==> config.mk <==
export PLATFORM = sky130hd
export DESIGN_NAME = pcwrl_cell
export DESIGN_NICKNAME = d
export VERILOG_FILES = /design/src/hdl/pcwrl_pkg.sv /design/src/hdl/pcwrl_cell.sv
export SDC_FILE = /design/constraint.sdc
export NUM_CORES = 1
export LEC_CHECK = 0
export ABC_CLOCK_PERIOD_IN_PS = 4500
export BUFFER_PORTS_ARGS = -buffer_cell sky130_fd_sc_hd__buf_2
export CORE_ASPECT_RATIO = 1.2
export CORE_MARGIN = 10
export CORE_UTILIZATION = 51
export CTS_CLUSTER_DIAMETER = 80
export DETAILED_ROUTE_END_ITERATION = 12
export HOLD_SLACK_MARGIN = 0.05
export PLACE_DENSITY = 0.93
export SLEW_MARGIN = 25
export SYNTH_ARGS = -nofsm -noshare
export SYNTH_HDL_FRONTEND = slang
export SYNTH_SLANG_ARGS = --single-unit
==> constraint.sdc <==
create_clock -name i_clk -period 4.5 [get_ports i_clk]
set_input_delay 0.9 -clock i_clk [delete_from_list [all_inputs] [get_ports i_clk]]
set_output_delay 0.9 -clock i_clk [all_outputs]
set_load 0.02 [all_outputs]
==> src/hdl/pcwrl_pkg.sv <==
// Package for the per-client window rate limiter.
// Holds the item types, the cell command and chain types, and the field widths.
// No dependencies.
package pcwrl_pkg;

    localparam int KEY_W   = 48;
    localparam int CNT_W   = 32;
    localparam int LIVE_W  = 7;
    localparam int WIN_W   = 21;
    localparam int ELAP_W  = 20;
    localparam int CFG_IDX_W = 1;

    localparam logic [CNT_W-1:0] COUNT_SAT = '1;
    localparam logic [WIN_W-1:0] WINDOW_CAP = WIN_W'(1048576);

    // Function codes
    localparam logic [1:0] FN_SEND = 2'd0;
    localparam logic [1:0] FN_RECV = 2'd1;
    localparam logic [1:0] FN_TICK = 2'd2;

    // Register indexes
    localparam logic [CFG_IDX_W-1:0] REG_MAX_BYTES = 1'b0;
    localparam logic [CFG_IDX_W-1:0] REG_WIN_TICKS = 1'b1;

    typedef struct packed {
        logic [1:0]  func;
        logic [31:0] client_ip;
        logic [15:0] client_port;
        logic [31:0] byte_count;
    } t_in_item;

    typedef struct packed {
        logic              accepted;
        logic              tracked;
        logic              window_reset;
        logic [31:0]       byte_total;
        logic [LIVE_W-1:0] live_entries;
    } t_out_item;

    // Broadcast command to every cell
    typedef struct packed {
        logic             wr;
        logic             alloc;
        logic             evict;
        logic [KEY_W-1:0] key;
        logic [CNT_W-1:0] sent;
        logic [CNT_W-1:0] recv;
    } t_cell_cmd;

    // Data handed from one cell to the next
    typedef struct packed {
        logic             taken;   // a free entry was seen upstream
        logic             hit;     // a matching entry was seen upstream
        logic [CNT_W-1:0] sent;    // counts of the matching entry
        logic [CNT_W-1:0] recv;
    } t_chain;

    // Per-cell status
    typedef struct packed {
        logic valid;
        logic hit;
        logic first;   // lowest free entry
    } t_cell_stat;

endpackage

==> src/hdl/pcwrl_cell.sv <==
// One table cell: a client key with its sent and received counts.
// Depends on pcwrl_pkg.
module pcwrl_cell (
    input  logic                 i_clk,
    input  logic                 i_rst_n,
    input  pcwrl_pkg::t_cell_cmd i_cmd,
    input  logic                 i_sel,
    input  pcwrl_pkg::t_chain    i_chain,
    output pcwrl_pkg::t_chain    o_chain,
    output pcwrl_pkg::t_cell_stat o_stat
);
    import pcwrl_pkg::*;

    logic             r_valid;
    logic [KEY_W-1:0] r_key;
    logic [CNT_W-1:0] r_sent;
    logic [CNT_W-1:0] r_recv;
    logic             hit;

    assign hit = r_valid && (r_key == i_cmd.key);

    // Pass match and free-slot information downstream
    always_comb begin
        o_chain.taken = i_chain.taken | ~r_valid;
        o_chain.hit   = i_chain.hit | hit;
        o_chain.sent  = i_chain.sent | (hit ? r_sent : '0);
        o_chain.recv  = i_chain.recv | (hit ? r_recv : '0);
        o_stat.valid  = r_valid;
        o_stat.hit    = hit;
        o_stat.first  = ~r_valid & ~i_chain.taken;
    end

    // Valid flag
    always_ff @(posedge i_clk) begin
        if (!i_rst_n) begin
            r_valid <= 1'b0;
        end else if (i_cmd.wr && i_sel && i_cmd.alloc) begin
            r_valid <= 1'b1;
        end else if (i_cmd.evict && r_valid && r_sent == '0 && r_recv == '0) begin
            r_valid <= 1'b0;
        end
    end

    // Key and counts
    always_ff @(posedge i_clk) begin
        if (i_cmd.wr && i_sel) begin
            if (i_cmd.alloc) begin
                r_key <= i_cmd.key;
            end
            r_sent <= i_cmd.sent;
            r_recv <= i_cmd.recv;
        end else if (i_cmd.evict) begin
            r_sent <= '0;
            r_recv <= '0;
        end
    end

endmodule

==> results of run 1 <==
-- synthesized netlist by cell type --
cell type	count	area (sq um)
sky130_fd_sc_hd__edfxtp_1	112	3360
sky130_fd_sc_hd__nand4_1	76	475
sky130_fd_sc_hd__and3_1	65	407
sky130_fd_sc_hd__o21bai_1	65	488
sky130_fd_sc_hd__xnor2_1	36	315
sky130_fd_sc_hd__clkbuf_1	19	71.3
sky130_fd_sc_hd__nor4_1	16	100
sky130_fd_sc_hd__buf_2	13	65.1
sky130_fd_sc_hd__buf_4	8	60.1
sky130_fd_sc_hd__inv_1	6	22.5
sky130_fd_sc_hd__xor2_1	6	52.6
sky130_fd_sc_hd__buf_1	4	15.0
sky130_fd_sc_hd__nand2b_1	4	25.0
sky130_fd_sc_hd__nor2_1	4	15.0
sky130_fd_sc_hd__nor3_1	3	15.0
sky130_fd_sc_hd__o21ai_0	3	15.0
sky130_fd_sc_hd__a221oi_1	2	17.5
sky130_fd_sc_hd__nand2_1	2	7.51
sky130_fd_sc_hd__nand3_1	2	10.0
sky130_fd_sc_hd__a21o_1	1	7.51
sky130_fd_sc_hd__a21oi_1	1	5.00
sky130_fd_sc_hd__dfxtp_1	1	20.0
sky130_fd_sc_hd__nor4_2	1	12.5
sky130_fd_sc_hd__nor4b_1	1	8.76
sky130_fd_sc_hd__o2111ai_1	1	8.76
sky130_fd_sc_hd__o22ai_1	1	6.26
sky130_fd_sc_hd__or4_1	1	7.51
-- worst min-delay path, stage by stage, from the launching register on --
cell and delay [ns]:
sky130_fd_sc_hd__edfxtp_1 0.34, sky130_fd_sc_hd__or4_1 0.11, sky130_fd_sc_hd__nor3_1 0.05, sky130_fd_sc_hd__a21oi_1 0.11
-- per-layer routing --
layer	up-vias	global-route usage [%]	part of all wire [%]
met2	265	37.9	53
met5	-	0	0
met4	0	9.61	2.2
met3	30	5.63	8.3
met1	2276	24.2	37
li1	2255	-	-
-- flip-flops by register name (all words and copies together), names as in the netlist --
| signal | cells |
|---|---|
| r_key | 48 |
| r_recv | 32 |
| r_sent | 32 |
| r_valid | 1 |
-- kinds of logic (layout without fill, tap and decap cells) --
family / after synthesis / after routing / share of synthesized area (%)
AO/OA/AOI/OAI: 74 / 74 / 9.76
flip-flops: 113 / 113 / 60.2
other: 0 / 1 / 0
buffers and inverters: 50 / 296 / 4.17
XOR/XNOR: 42 / 42 / 6.55
AND/OR/NAND/NOR: 175 / 175 / 19.3
-- through the flow --
step	hold slack, ns	cells	setup WS [ns]	total power, mW	util [%]
2_1_floorplan	0.548	454	1.39	1.45	-
3_5_place_dp	0.626	797	0.704	1.61	64.6
4_1_cts	0.643	829	0.670	3.09	70.8
6_report	0.648	830	0.653	3.07	70.9
3_3_place_gp	0.620	797	0.785	1.60	64.6
5_1_grt	0.684	830	0.554	3.17	70.9
-- power by group through the flow --
| stage | clock [mW] | combinational, mW | sequential [mW] |
|---|---|---|---|
| finish | 1.47 | 0.306 | 1.29 |
| detailed placement | 0 | 0.303 | 1.31 |
| CTS | 1.49 | 0.308 | 1.29 |
| floorplan | 0 | 0.160 | 1.29 |
| global route | 1.54 | 0.332 | 1.30 |
| global placement | 0 | 0.293 | 1.30 |
-- area by class of cell --
cell class | instances | area share (%)
multi-input cells | 291 | 26.8
clock buffers | 19 | 5.99
clock inverters | 13 | 2.75
diodes | 1 | 0.0331
well taps | 129 | 2.13
flip-flops and latches | 113 | 44.7
repair buffers | 258 | 17.3
inverters | 6 | 0.298
-- worst paths after layout --
check / start / to / slack (ns) / depth (start not counted)
setup / recovery: i_cmd[88] / o_chain[33] / 0.65 / 8
hold reg to reg: r_sent[10]$_SDFFCE_PN0P_ / r_valid$_SDFFE_PN0P_ / 0.65 / 3
hold / removal: r_sent[10]$_SDFFCE_PN0P_ / r_valid$_SDFFE_PN0P_ / 0.65 / 3
setup reg to reg: r_sent[28]$_SDFFCE_PN0P_ / r_valid$_SDFFE_PN0P_ / 2.93 / 4
==> results.txt, run 1 <==
The net switching power is 673 uW, and the count of mapped cells out of synthesis is 454. Fill cells in the final layout number 754. The run gives 4 as the H-tree depth.

The worst setup path is launched from an input pin. For this block, the via count after detailed routing is 4826. The required time reported for the critical path endpoint came out at 3.60 ns. The post-synthesis average cell area works out to 12.4 sq um. The analysis attributes to cell leakage a power of 3.09 nW. The time the worst path needs with I/O delays and setup was 3.85 ns; the post-CTS clock slew at the launch and capture registers of the worst setup and hold paths was 0.05 ns.

Port buffering added 252 buffers. The placed instances occupy a cell area of 6900 sq um. The count of yosys warnings during synthesis was 0. The clock reaches the later pin of the worst-skew pair after 0.40 ns. The number of register bits inferred by synthesis works out to 113. The tools report the cell at the root of the clock tree as sky130_fd_sc_hd__clkbuf_16. Per report_power, the combinational group accounts for 10.0% of the total. The via count of the first global-routing pass is 5231, and the maximum ir drop on the vdd rail is 0.183 mV.

In the final design database the tool counted 871 nets. At the pin with the least slew margin, the transition time is 0.958 ns. TritonCTS built the clock tree. The design internal power was 2.40 mW; the placeable core area was 10700 sq um. After the first detailed-routing iteration, the DRC count stood at 305.

Between clock sinks in the finished design, the worst skew comes to 0.0119 ns. Along the worst path, the maximum fanout reaches 65. Post-route clock period utilization: 85.5%.

The critical path is of the in -> out type. Setup repair after global routing left no endpoint under its margin. The number of setup violations in the final report came out at 0.

The number of different library cells used by synthesis comes to 27. The top cell types in the final layout, fill and taps aside, are 252 x sky130_fd_sc_hd__buf_2, 112 x sky130_fd_sc_hd__edfxtp_1, 76 x sky130_fd_sc_hd__nand4_1. After global routing the overflow that remains totals 0. For this design the ratio of total power to cell area is 406 nW/um^2. Entering global routing, the biggest net connects 67 pins.

The number of search-and-repair iterations in the first detailed-routing pass is 6, and the ratio of routed vias to standard cells is 5.81. For this design the top-level I/O count stands at 253. The tools report the number of buffers added by the clock tree synthesis step as 17.

The multi-input gate area in the final layout came out at 2030 sq um. Wires add up to 17600 um. The share of total power consumed by net switching is 21.9%, and the post-synthesis sequential area ratio is 60.2%. The clock net in this run drives a total of 113 sinks. Summing all flip-flop and latch instances after layout gives 3380 sq um.

The die is 135 um tall. The run gives 0 as the number of max-cap violations. The fraction of layout cells with a size suffix above 1 is 42.1%, and the effective utilization at floorplan is 52.6%.

Kind of cell adding the most delay to the critical path: buffers and inverters. Global routing consumed, over all layers together, 21.7% of the routing resources. The data arrival at the endpoint of the critical path is 2.95 ns, and the horizontal die dimension is 116 um. The sequential fraction of design power came out at 42.0%. The synthesis-to-layout area growth is 34.7%, and the floorplan die area is 15600 sq um. The first global-routing pass estimated 26800 um of wire.

At the end of routability-driven placement, the weighted congestion stood at 0.837. The final antenna-violating net count is 0. The logs give 5620 sq um for the post-synth design cell area and 36.1% for the headroom to the max-slew limit. The final-report max-slew violation count was 0; the count of hold-fix buffers inserted at cts was 0. The critical path goes through buf_2 > xnor2_1 > nand4_1 > nor4_4 > buf_4 > nand4_1 > o21bai_1 > buf_2. The initial antenna violation count came out at 1. The critical path contains buffers and inverters numbering 3 combined. The tools report the total half-perimeter wirelength after legalization and detailed placement as 12900 um.

For this run, design rule violations remaining after detail routing come to 0. The finished cells cover 7560 sq um. The number of setup buffers added after CTS is 0. In the final routed layout, each cell accounts on average for 21.2 um. The flow ran to the end, and the final reports show no timing, DRC or antenna violations. Static timing analysis puts the maximum clock frequency at 260 MHz. The run gives 41 as the number of placement rows. The path class of the tightest hold or removal check is reg -> reg.

Leaving out fill and tap cells, the most frequent cell in the layout is sky130_fd_sc_hd__buf_2. The run gives 0 ns as the final total negative setup slack. The synthesized netlist net count is 638. The master of the slowest instance on the critical path was sky130_fd_sc_hd__buf_4. The final number of hold-violating endpoints came out at 0. No sink is reached through more buffers than the 2 on the longest clock path.

For this run, the slowest stage of the critical path takes 0.56 ns. The tools report the category of the worst setup path capture point as a primary output. The share of total power dissipated in the clock network is 48.0%.

In this run, post-CTS repair resized a total of 0 instances.
Note: power is estimated with default switching activity, not from simulation.
==> run 2, diff against run 1 <==
--- a/config.mk
+++ b/config.mk
@@ -7,7 +7,7 @@
 export LEC_CHECK = 0
 export ABC_CLOCK_PERIOD_IN_PS = 4500
 export BUFFER_PORTS_ARGS = -buffer_cell sky130_fd_sc_hd__buf_2
-export CORE_ASPECT_RATIO = 1.2
+export CORE_ASPECT_RATIO = 1.5
 export CORE_MARGIN = 10
 export CORE_UTILIZATION = 51
 export CTS_CLUSTER_DIAMETER = 80
==> results.txt, run 2 (synthesis gave the netlist of run 1 again) <==
The horizontal die dimension was 106 um (-8.7%); the height of the die was 149 um (+10%). For the setup slack of the worst register-to-register path, the log shows 3.02 ns (+0.09 ns). The commonest non-fill, non-tap cell in the layout is sky130_fd_sc_hd__buf_2. Compared with the post-synthesis result, the final layout area differs by 33.5%. The run gives 0 (unchanged) as the count of hold-fix buffers inserted at cts. The post-route clock period utilization came out at 89.4% (+3.9 points).

The path category of the worst min-delay check is reg -> reg. The tools report the post-cts gate resize count as 0 (unchanged). Worst setup path endpoint: o_chain[45]. The number of max-cap violations was 0 (unchanged).

In the final layout, the registers with the most flip-flops are r_key: 48 flops, r_recv: 32 flops, r_sent: 32 flops. The proportion of power drawn by the clock network was 43.1% (-4.9 points). Final antenna-violating net count: 0 (unchanged). The tools report the number of placed I/O pins as 253 (unchanged).

The first-pass GRT wire length was 27200 um (+1.5%); the ratio of routed vias to standard cells was 5.72 (-1.6%). The logs give 0.40 ns (about the same) for the clock latency at the later pin of the worst-skew pair and 0 (unchanged) for the number of setup violations in the final report. The routed wirelength normalized by instance count was 21.1 um (-0.28%); the via count of the first global-routing pass was 5207 (-0.46%). The tools report the sum of internal, switching and leakage power as 2.81 mW (-8.6%). STA classifies the critical path startpoint as an input pin. The run gives 3.12 ns (+0.17 ns) as the data arrival at the endpoint of the critical path. Required time reported for the critical path endpoint: 3.60 ns (about the same).

The number of flip-flops in the largest register is 48 (unchanged), and the actual transition at the worst max-transition pin is 0.820 ns (-0.138 ns). The number of buffer cells added on primary ports works out to 252 (unchanged). The tools report the final number of hold-violating endpoints as 0 (unchanged). The tools report the maximum number of pins on one net before global-route repair as 66 (-1.5%).

The run gives 17 (unchanged) as the number of buffers added by the clock tree synthesis step. The final layout net count came out at 874 (+0.34%). The tools report the start of the worst register-to-register path as r_sent[28]$_SDFFCE_PN0P_. The top cell types in the final layout, fill and taps aside, are 252 x sky130_fd_sc_hd__buf_2, 112 x sky130_fd_sc_hd__edfxtp_1, 76 x sky130_fd_sc_hd__nand4_1. The run gives 0.845 (+0.96%) as the final weighted congestion of routability-driven global placement. TritonCTS built the clock tree. The logs give 249 MHz (-4.3%) for the highest attainable clock frequency and 0 (unchanged) for the final-report max-slew violation count. The endpoint identified for the worst register-to-register timing path is r_valid$_SDFFE_PN0P_. Hold path depth: 3 (unchanged).

The logic depth of the worst register-to-register path is 4 (unchanged), and the routed wire length is 17900 um (+1.6%). The post-CTS setup repair buffer count was 0 (unchanged); the post-CTS clock slew at the launch and capture registers of the worst setup and hold paths was 0.05 ns (about the same). The residual DRC count is 0 (unchanged).

The number of placement rows was 46 (+12%); the filler cell count was 806 (+6.9%). The global-route total usage across every layer was 22.0% (+0.27 points); the total global routing overflow was 0 (unchanged). The logs give 2 (unchanged) for the largest buffer count on any clock path and 15700 sq um (+0.44%) for the floorplan die area. The run gives 113 (unchanged) as the number of sinks driven by the clock tree. The standby leakage power is 3.06 nW (-0.98%).

The headroom to the max-slew limit is 45.3% (+9.2 points), and the combinational cell fraction of total power is 11.0% (+1.0 points). The worst setup path is captured at a primary output. The logs give 0.0111 ns (-0.000795 ns) for the worst clock skew on the final layout and 365 (+20%) for the initial detailed-routing violation count.

The fraction of layout cells with a size suffix above 1 came out at 41.1% (-1.1 points). The critical path goes through buf_2 > xnor2_1 > o21ai_0 > nor4_1 > nand4_1 > buf_4 > o21bai_1 > buf_2. The flow ran to the end, and the final reports show no timing, DRC or antenna violations.

In this design, the critical path's most frequently occurring cell is sky130_fd_sc_hd__buf_2. The largest stage delay on the critical path is 0.66 ns (+0.10 ns), and the share of total power consumed by net switching is 22.4% (+0.47 points). The effective utilization at floorplan came out at 52.5% (-0.17 points).

The initial antenna violation count is 1 (unchanged). The run gives 0 ns (unchanged) as the final total negative setup slack. Classification of the worst setup path: in -> out. The run gives 628 uW (-6.6%) as the net switching power.

The most critical setup path has its startpoint at i_cmd[103]. The maximum fanout along the worst path is 25 (-62%). The H-tree depth was 4 (unchanged); the power per cell area was 374 nW/um^2 (-7.8%). The slowest stage of the critical path belongs to the cell sky130_fd_sc_hd__nand4_1. The number of search-and-repair iterations in the first detailed-routing pass was 4 (-2). The total half-perimeter wirelength after legalization and detailed placement is 13500 um (+4.9%), and the design internal power is 2.18 mW (-9.1%). The top register by number of flip-flops was r_key. The time the worst path needs with I/O delays and setup is 4.02 ns (+0.174 ns), and the maximum ir drop on the vdd rail is 0.246 mV (+35%). Setup repair after global routing left no endpoint under its margin.

The sequential fraction of design power was 45.9% (+3.9 points). The placeable core area was 10700 sq um (+0.33%); the total number of vias was 4839 (+0.27%). The cell at the root of the clock tree was sky130_fd_sc_hd__clkbuf_16.
[run 2: changes by cell type in the layout (fill, tap and decap cells not counted), sizes merged]
| cell | delta |
|---|---|
| clkinv | +6 |
| clkinvlp | -4 |
| buf | +3 |
| bufinv | -3 |
| inv | -1 |
[run 2: how the worst min path moves through the flow]
stage	start	endpoint	slack (ns)
2_1_floorplan	r_valid$_SDFFE_PN0P_	r_valid$_SDFFE_PN0P_	0.55
3_3_place_gp	r_sent[8]$_SDFFCE_PN0P_	r_valid$_SDFFE_PN0P_	0.63
3_5_place_dp	r_sent[8]$_SDFFCE_PN0P_	r_valid$_SDFFE_PN0P_	0.63
4_1_cts	r_valid$_SDFFE_PN0P_	r_valid$_SDFFE_PN0P_	0.65
5_1_grt	i_cmd[72]	r_key[8]$_DFFE_PP_	0.69
6_report	r_sent[8]$_SDFFCE_PN0P_	r_valid$_SDFFE_PN0P_	0.64
[run 2: layout make-up]
type,count,area [sq um],area share (%)
flip-flops and latches,113,3380,45.1
clock buffers,19,433,5.77
clock inverters,11,97.6,1.30
well taps,144,180,2.40
multi-input cells,291,2030,27.0
repair buffers,261,1350,18.0
diodes,1,2.50,0.0334
inverters,6,22.5,0.300
[run 2: routing by layer]
metal	global-route usage (%)	vias up	part of all wire, %
li1	-	2253	-
met1	23.5	2276	36
met2	37.3	254	52
met3	6.53	56	7.4
met4	13.4	0	4.5
met5	0	-	0
[run 2: worst max-delay path: cells and delay by family]
| family | cells | cell delay (ns) |
|---|---|---|
| AOI/OAI and AO/OA | 2 | 0.31 |
| xor gates and xnor gates | 1 | 0.15 |
| buffers and inverters | 3 | 0.80 |
| and+or+nand+nor | 2 | 0.93 |
[run 2: power groups by stage]
stage	clock network [mW]	logic (mW)	registers [mW]
3_3_place_gp	0	0.296	1.30
5_1_grt	1.28	0.334	1.29
3_5_place_dp	0	0.308	1.31
2_1_floorplan	0	0.160	1.29
6_report	1.21	0.309	1.29
4_1_cts	1.23	0.310	1.29
[run 2: per-stage QoR]
step           cells  cell area (sq um)  hold WS (ns)  setup WS, ns  util (%)
2_1_floorplan    454               5620         0.548          1.39         -
3_3_place_gp     815               6960         0.627         0.664      65.1
3_5_place_dp     815               6960         0.628         0.502      65.1
4_1_cts          845               7490         0.646         0.487      70.0
5_1_grt          846               7500         0.685         0.293      70.1
6_report         846               7500         0.639         0.478      70.1
==> run 3, diff against run 2 <==
--- a/config.mk
+++ b/config.mk
@@ -5,11 +5,12 @@
 export SDC_FILE = /design/constraint.sdc
 export NUM_CORES = 1
 export LEC_CHECK = 0
+export ABC_AREA = 1
 export ABC_CLOCK_PERIOD_IN_PS = 4500
 export BUFFER_PORTS_ARGS = -buffer_cell sky130_fd_sc_hd__buf_2
 export CORE_ASPECT_RATIO = 1.5
 export CORE_MARGIN = 10
-export CORE_UTILIZATION = 51
+export CORE_UTILIZATION = 53
 export CTS_CLUSTER_DIAMETER = 80
 export DETAILED_ROUTE_END_ITERATION = 12
 export HOLD_SLACK_MARGIN = 0.05
==> results.txt, run 3 <==
Setup repair after global routing left no endpoint under its margin. The final number of hold-violating endpoints is 0 (unchanged), and the sequential fraction of design power is 42.8% (-3.1 points). The logs give 0 (unchanged) for the number of setup violations in the final report and 10500 um (+13%) for the length of routed met2 wiring. The final-report max-slew violation count was 0 (unchanged); the final layout net count was 1280 (+46%). The final weighted congestion of routability-driven global placement was 0.904 (+7.0%). The share of Yosys cell area claimed by the top area cell type works out to 52.2% (-7.7 points). The final total negative setup slack is 0 ns (unchanged).

Final setup slack of the worst path: 0.742 ns (+0.264 ns). The number of synthesized flops with an enable pin is 112 (unchanged). The number of placement rows is 49 (+6.5%). The total half-perimeter wirelength after legalization and detailed placement came out at 15400 um (+14%). The hold path depth was 2 (-1). Proportion of synthesized flip-flops having asynchronous set or reset: 0% (unchanged). The tools report the cell at the root of the clock tree as sky130_fd_sc_hd__clkbuf_16. The number of buffer cells added on primary ports is 252 (unchanged), and the maximum ir drop on the vdd rail is 0.261 mV (+5.8%). STA classifies the critical path endpoint as a primary output. Met3 wirelength from detailed routing: 1730 um (+31%). The most frequently used flop master after synthesis was sky130_fd_sc_hd__edfxtp_1. The initial detailed-routing violation count is 358 (-1.9%).

STA classifies the critical path startpoint as an input pin. The tools report the highest attainable clock frequency as 266 MHz (+7.0%). The tools report the number of search-and-repair iterations in the first detailed-routing pass as 5 (+1). The standby leakage power was 4.59 nW (+50%); the global-route total usage across every layer was 22.7% (+0.65 points). The run gives 0 (unchanged) as the number of max-cap violations.

The tools report the post-placement worst setup slack as 0.733 ns (+0.231 ns). Ratio of routed vias to standard cells: 4.80 (-16%). Ranked by flip-flop count, first place goes to r_key. The tools report the largest buffer count on any clock path as 2 (unchanged).

Commonest non-fill, non-tap cell in the layout: sky130_fd_sc_hd__buf_2. The tools report the post-route core utilization as 70.5% (+0.47 points). The tools report the worst clock skew on the final layout as 0.00683 ns (-0.00427 ns).

The count of yosys warnings during synthesis was 0 (unchanged). The number of placed I/O pins was 253 (unchanged); the actual transition at the worst max-transition pin was 0.875 ns (+0.0550 ns). The first-pass GRT wire length came out at 30100 um (+11%). The logs give 3.60 ns (about the same) for the required time reported for the critical path endpoint and 0 (unchanged) for the post-cts gate resize count. For the placeable core area, the log shows 12000 sq um (+12%).

Number of buffers added by the clock tree synthesis step: 17 (unchanged). The design internal power is 2.30 mW (+5.7%), and the number of register bits inferred by synthesis is 113 (unchanged). The number of flip-flops in the largest register is 48 (unchanged), and the maximum number of pins on one net before global-route repair is 66 (unchanged).

The count of unique library cells instantiated by Yosys was 23 (-15%). The library cell with the highest instance count after synthesis is sky130_fd_sc_hd__nand2_1. The routed wirelength normalized by instance count works out to 15.5 um (-27%). The run finished with clean final reports. The maximum fanout along the worst path works out to 25 (unchanged). The run gives 113 (unchanged) as the number of sinks driven by the clock tree.

The run gives 6068 (+25%) as the total number of vias. From synthesis to final layout, the design area changed by 30.8%. The combinational cell fraction of total power was 12.1% (+1.1 points); the via count of the first global-routing pass was 6253 (+20%). Initial antenna violation count: 2 (+1).

The power per cell area works out to 357 nW/um^2 (-4.4%). The logs give 0 (unchanged) for the final antenna-violating net count and 17100 sq um (+8.7%) for the floorplan die area. Horizontal die dimension: 110 um (+4.1%). The tools report the headroom to the max-slew limit as 41.4% (-3.9 points). The post-CTS setup repair buffer count was 0 (unchanged). The total global routing overflow came out at 0 (unchanged).

Effective utilization at floorplan: 53.9% (+1.5 points). The tools report the proportion of power drawn by the clock network as 45.1% (+2.0 points). The detailed router used layers up to and including met4. The H-tree depth came out at 4 (unchanged). The routed wire length is 19600 um (+9.6%). The post-synth design cell area came out at 6450 sq um (+15%).

The count of mapped cells out of synthesis is 841 (+85%). The synthesized netlist net count was 1025 (+61%); the net switching power was 712 uW (+13%). The tools report the residual DRC count as 0 (unchanged). The library cells used most frequently in the layout, excluding fill and tap cells, are 252 x sky130_fd_sc_hd__buf_2, 218 x sky130_fd_sc_hd__nand2_1, 216 x sky130_fd_sc_hd__inv_1. The time the worst path needs with I/O delays and setup is 3.76 ns (-0.264 ns). The logic depth of the worst register-to-register path came out at 7 (+3).

TritonCTS built the clock tree. Of all cell types, the one taking the most synthesized area is sky130_fd_sc_hd__edfxtp_1. Classification of the worst setup path: in -> out. The fraction of layout cells with a size suffix above 1 came out at 27.5% (-14 points).

Ranked by instance count, the synthesized netlist is headed by 220 x sky130_fd_sc_hd__nand2_1, 217 x sky130_fd_sc_hd__inv_1, 151 x sky130_fd_sc_hd__nor2_1. The post-route clock period utilization was 83.5% (-5.9 points). The min-delay analysis places its worst path in the category reg -> reg. The count of hold-fix buffers inserted at cts is 0 (unchanged), and the share of total power consumed by net switching is 23.6% (+1.2 points). In the post-synthesis netlist, the biggest area contributors are sky130_fd_sc_hd__edfxtp_1 52%, sky130_fd_sc_hd__nand2_1 13%, sky130_fd_sc_hd__inv_1 13%.

The post-synthesis average cell area came out at 7.67 sq um (-38%). The height of the die was 155 um (+4.4%); the post-CTS clock slew at the launch and capture registers of the worst setup and hold paths was 0.05 ns (about the same). The largest registers in the layout are r_key: 48 flops, r_recv: 32 flops, r_sent: 32 flops.

The clock latency at the later pin of the worst-skew pair came out at 0.40 ns (about the same). The post-synthesis sequential area ratio was 52.5% (-7.8 points). The tools report the data arrival at the endpoint of the critical path as 2.86 ns (-0.26 ns).

The routed metal-1 wirelength was 6400 um (-1.8%).
## run 3: layer usage
metal  up-vias  global-route usage (%)
met5         -                       0
met4         0                    13.8
met3        64                    4.26
met2       303                    41.3
met1      2653                    22.7
li1       3048                       -
## run 3: worst paths after layout
kind	start	slack (ns)	end
worst min-delay path	r_valid$_SDFFE_PN0P_	0.57	r_valid$_SDFFE_PN0P_
worst max-delay path	i_cmd[76]	0.74	o_chain[21]
worst min register to register	r_valid$_SDFFE_PN0P_	0.57	r_valid$_SDFFE_PN0P_
worst max register to register	r_recv[27]$_SDFFCE_PN0P_	3.09	r_valid$_SDFFE_PN0P_
## run 3: cell type report
class,count,area [sq um]
diodes,2,5.00
clock buffers,18,429
clock inverters,13,169
fillers,884,3520
inverters,218,818
multi-input cells,487,2110
flip-flops and latches,113,3380
well taps,153,191
repair buffers,259,1330
## run 3: kinds of logic after synthesis
family                    count (synthesis)  synth area share, %
xor gates and xnor gates                 10                 1.36
buffers and inverters                   241                 15.1
AOI/OAI and AO/OA                        10                0.854
and+or+nand+nor                         467                 30.2
DFF                                     113                 52.5
## run 3: critical path: stages
cell and delay [ns]:
sky130_fd_sc_hd__buf_2 0.11, sky130_fd_sc_hd__xnor2_1 0.27, sky130_fd_sc_hd__nand3_1 0.14, sky130_fd_sc_hd__nor2_1 0.12
sky130_fd_sc_hd__nand2_1 0.09, sky130_fd_sc_hd__nor2_4 0.47, sky130_fd_sc_hd__buf_4 0.38, sky130_fd_sc_hd__nand3_2 0.11
sky130_fd_sc_hd__nand2_1 0.08, sky130_fd_sc_hd__buf_2 0.16
## run 3: through the flow
step | cell area [sq um] | power, mW | hold slack (ns) | cells
2_1_floorplan | 6450 | 1.49 | 0.495 | 841
3_3_place_gp | 7830 | 1.65 | 0.567 | 1230
3_5_place_dp | 7830 | 1.67 | 0.564 | 1230
4_1_cts | 8430 | 3.03 | 0.583 | 1261
5_1_grt | 8430 | 3.13 | 0.660 | 1263
6_report | 8430 | 3.01 | 0.572 | 1263
## run 3: power by group through the flow
stage / Clock (mW) / Combinational, mW / Sequential, mW
finish: 1.36 / 0.365 / 1.29
global route: 1.42 / 0.410 / 1.30
CTS: 1.38 / 0.366 / 1.29
detailed placement: 0 / 0.361 / 1.31
global placement: 0 / 0.350 / 1.30
floorplan: 0 / 0.197 / 1.30
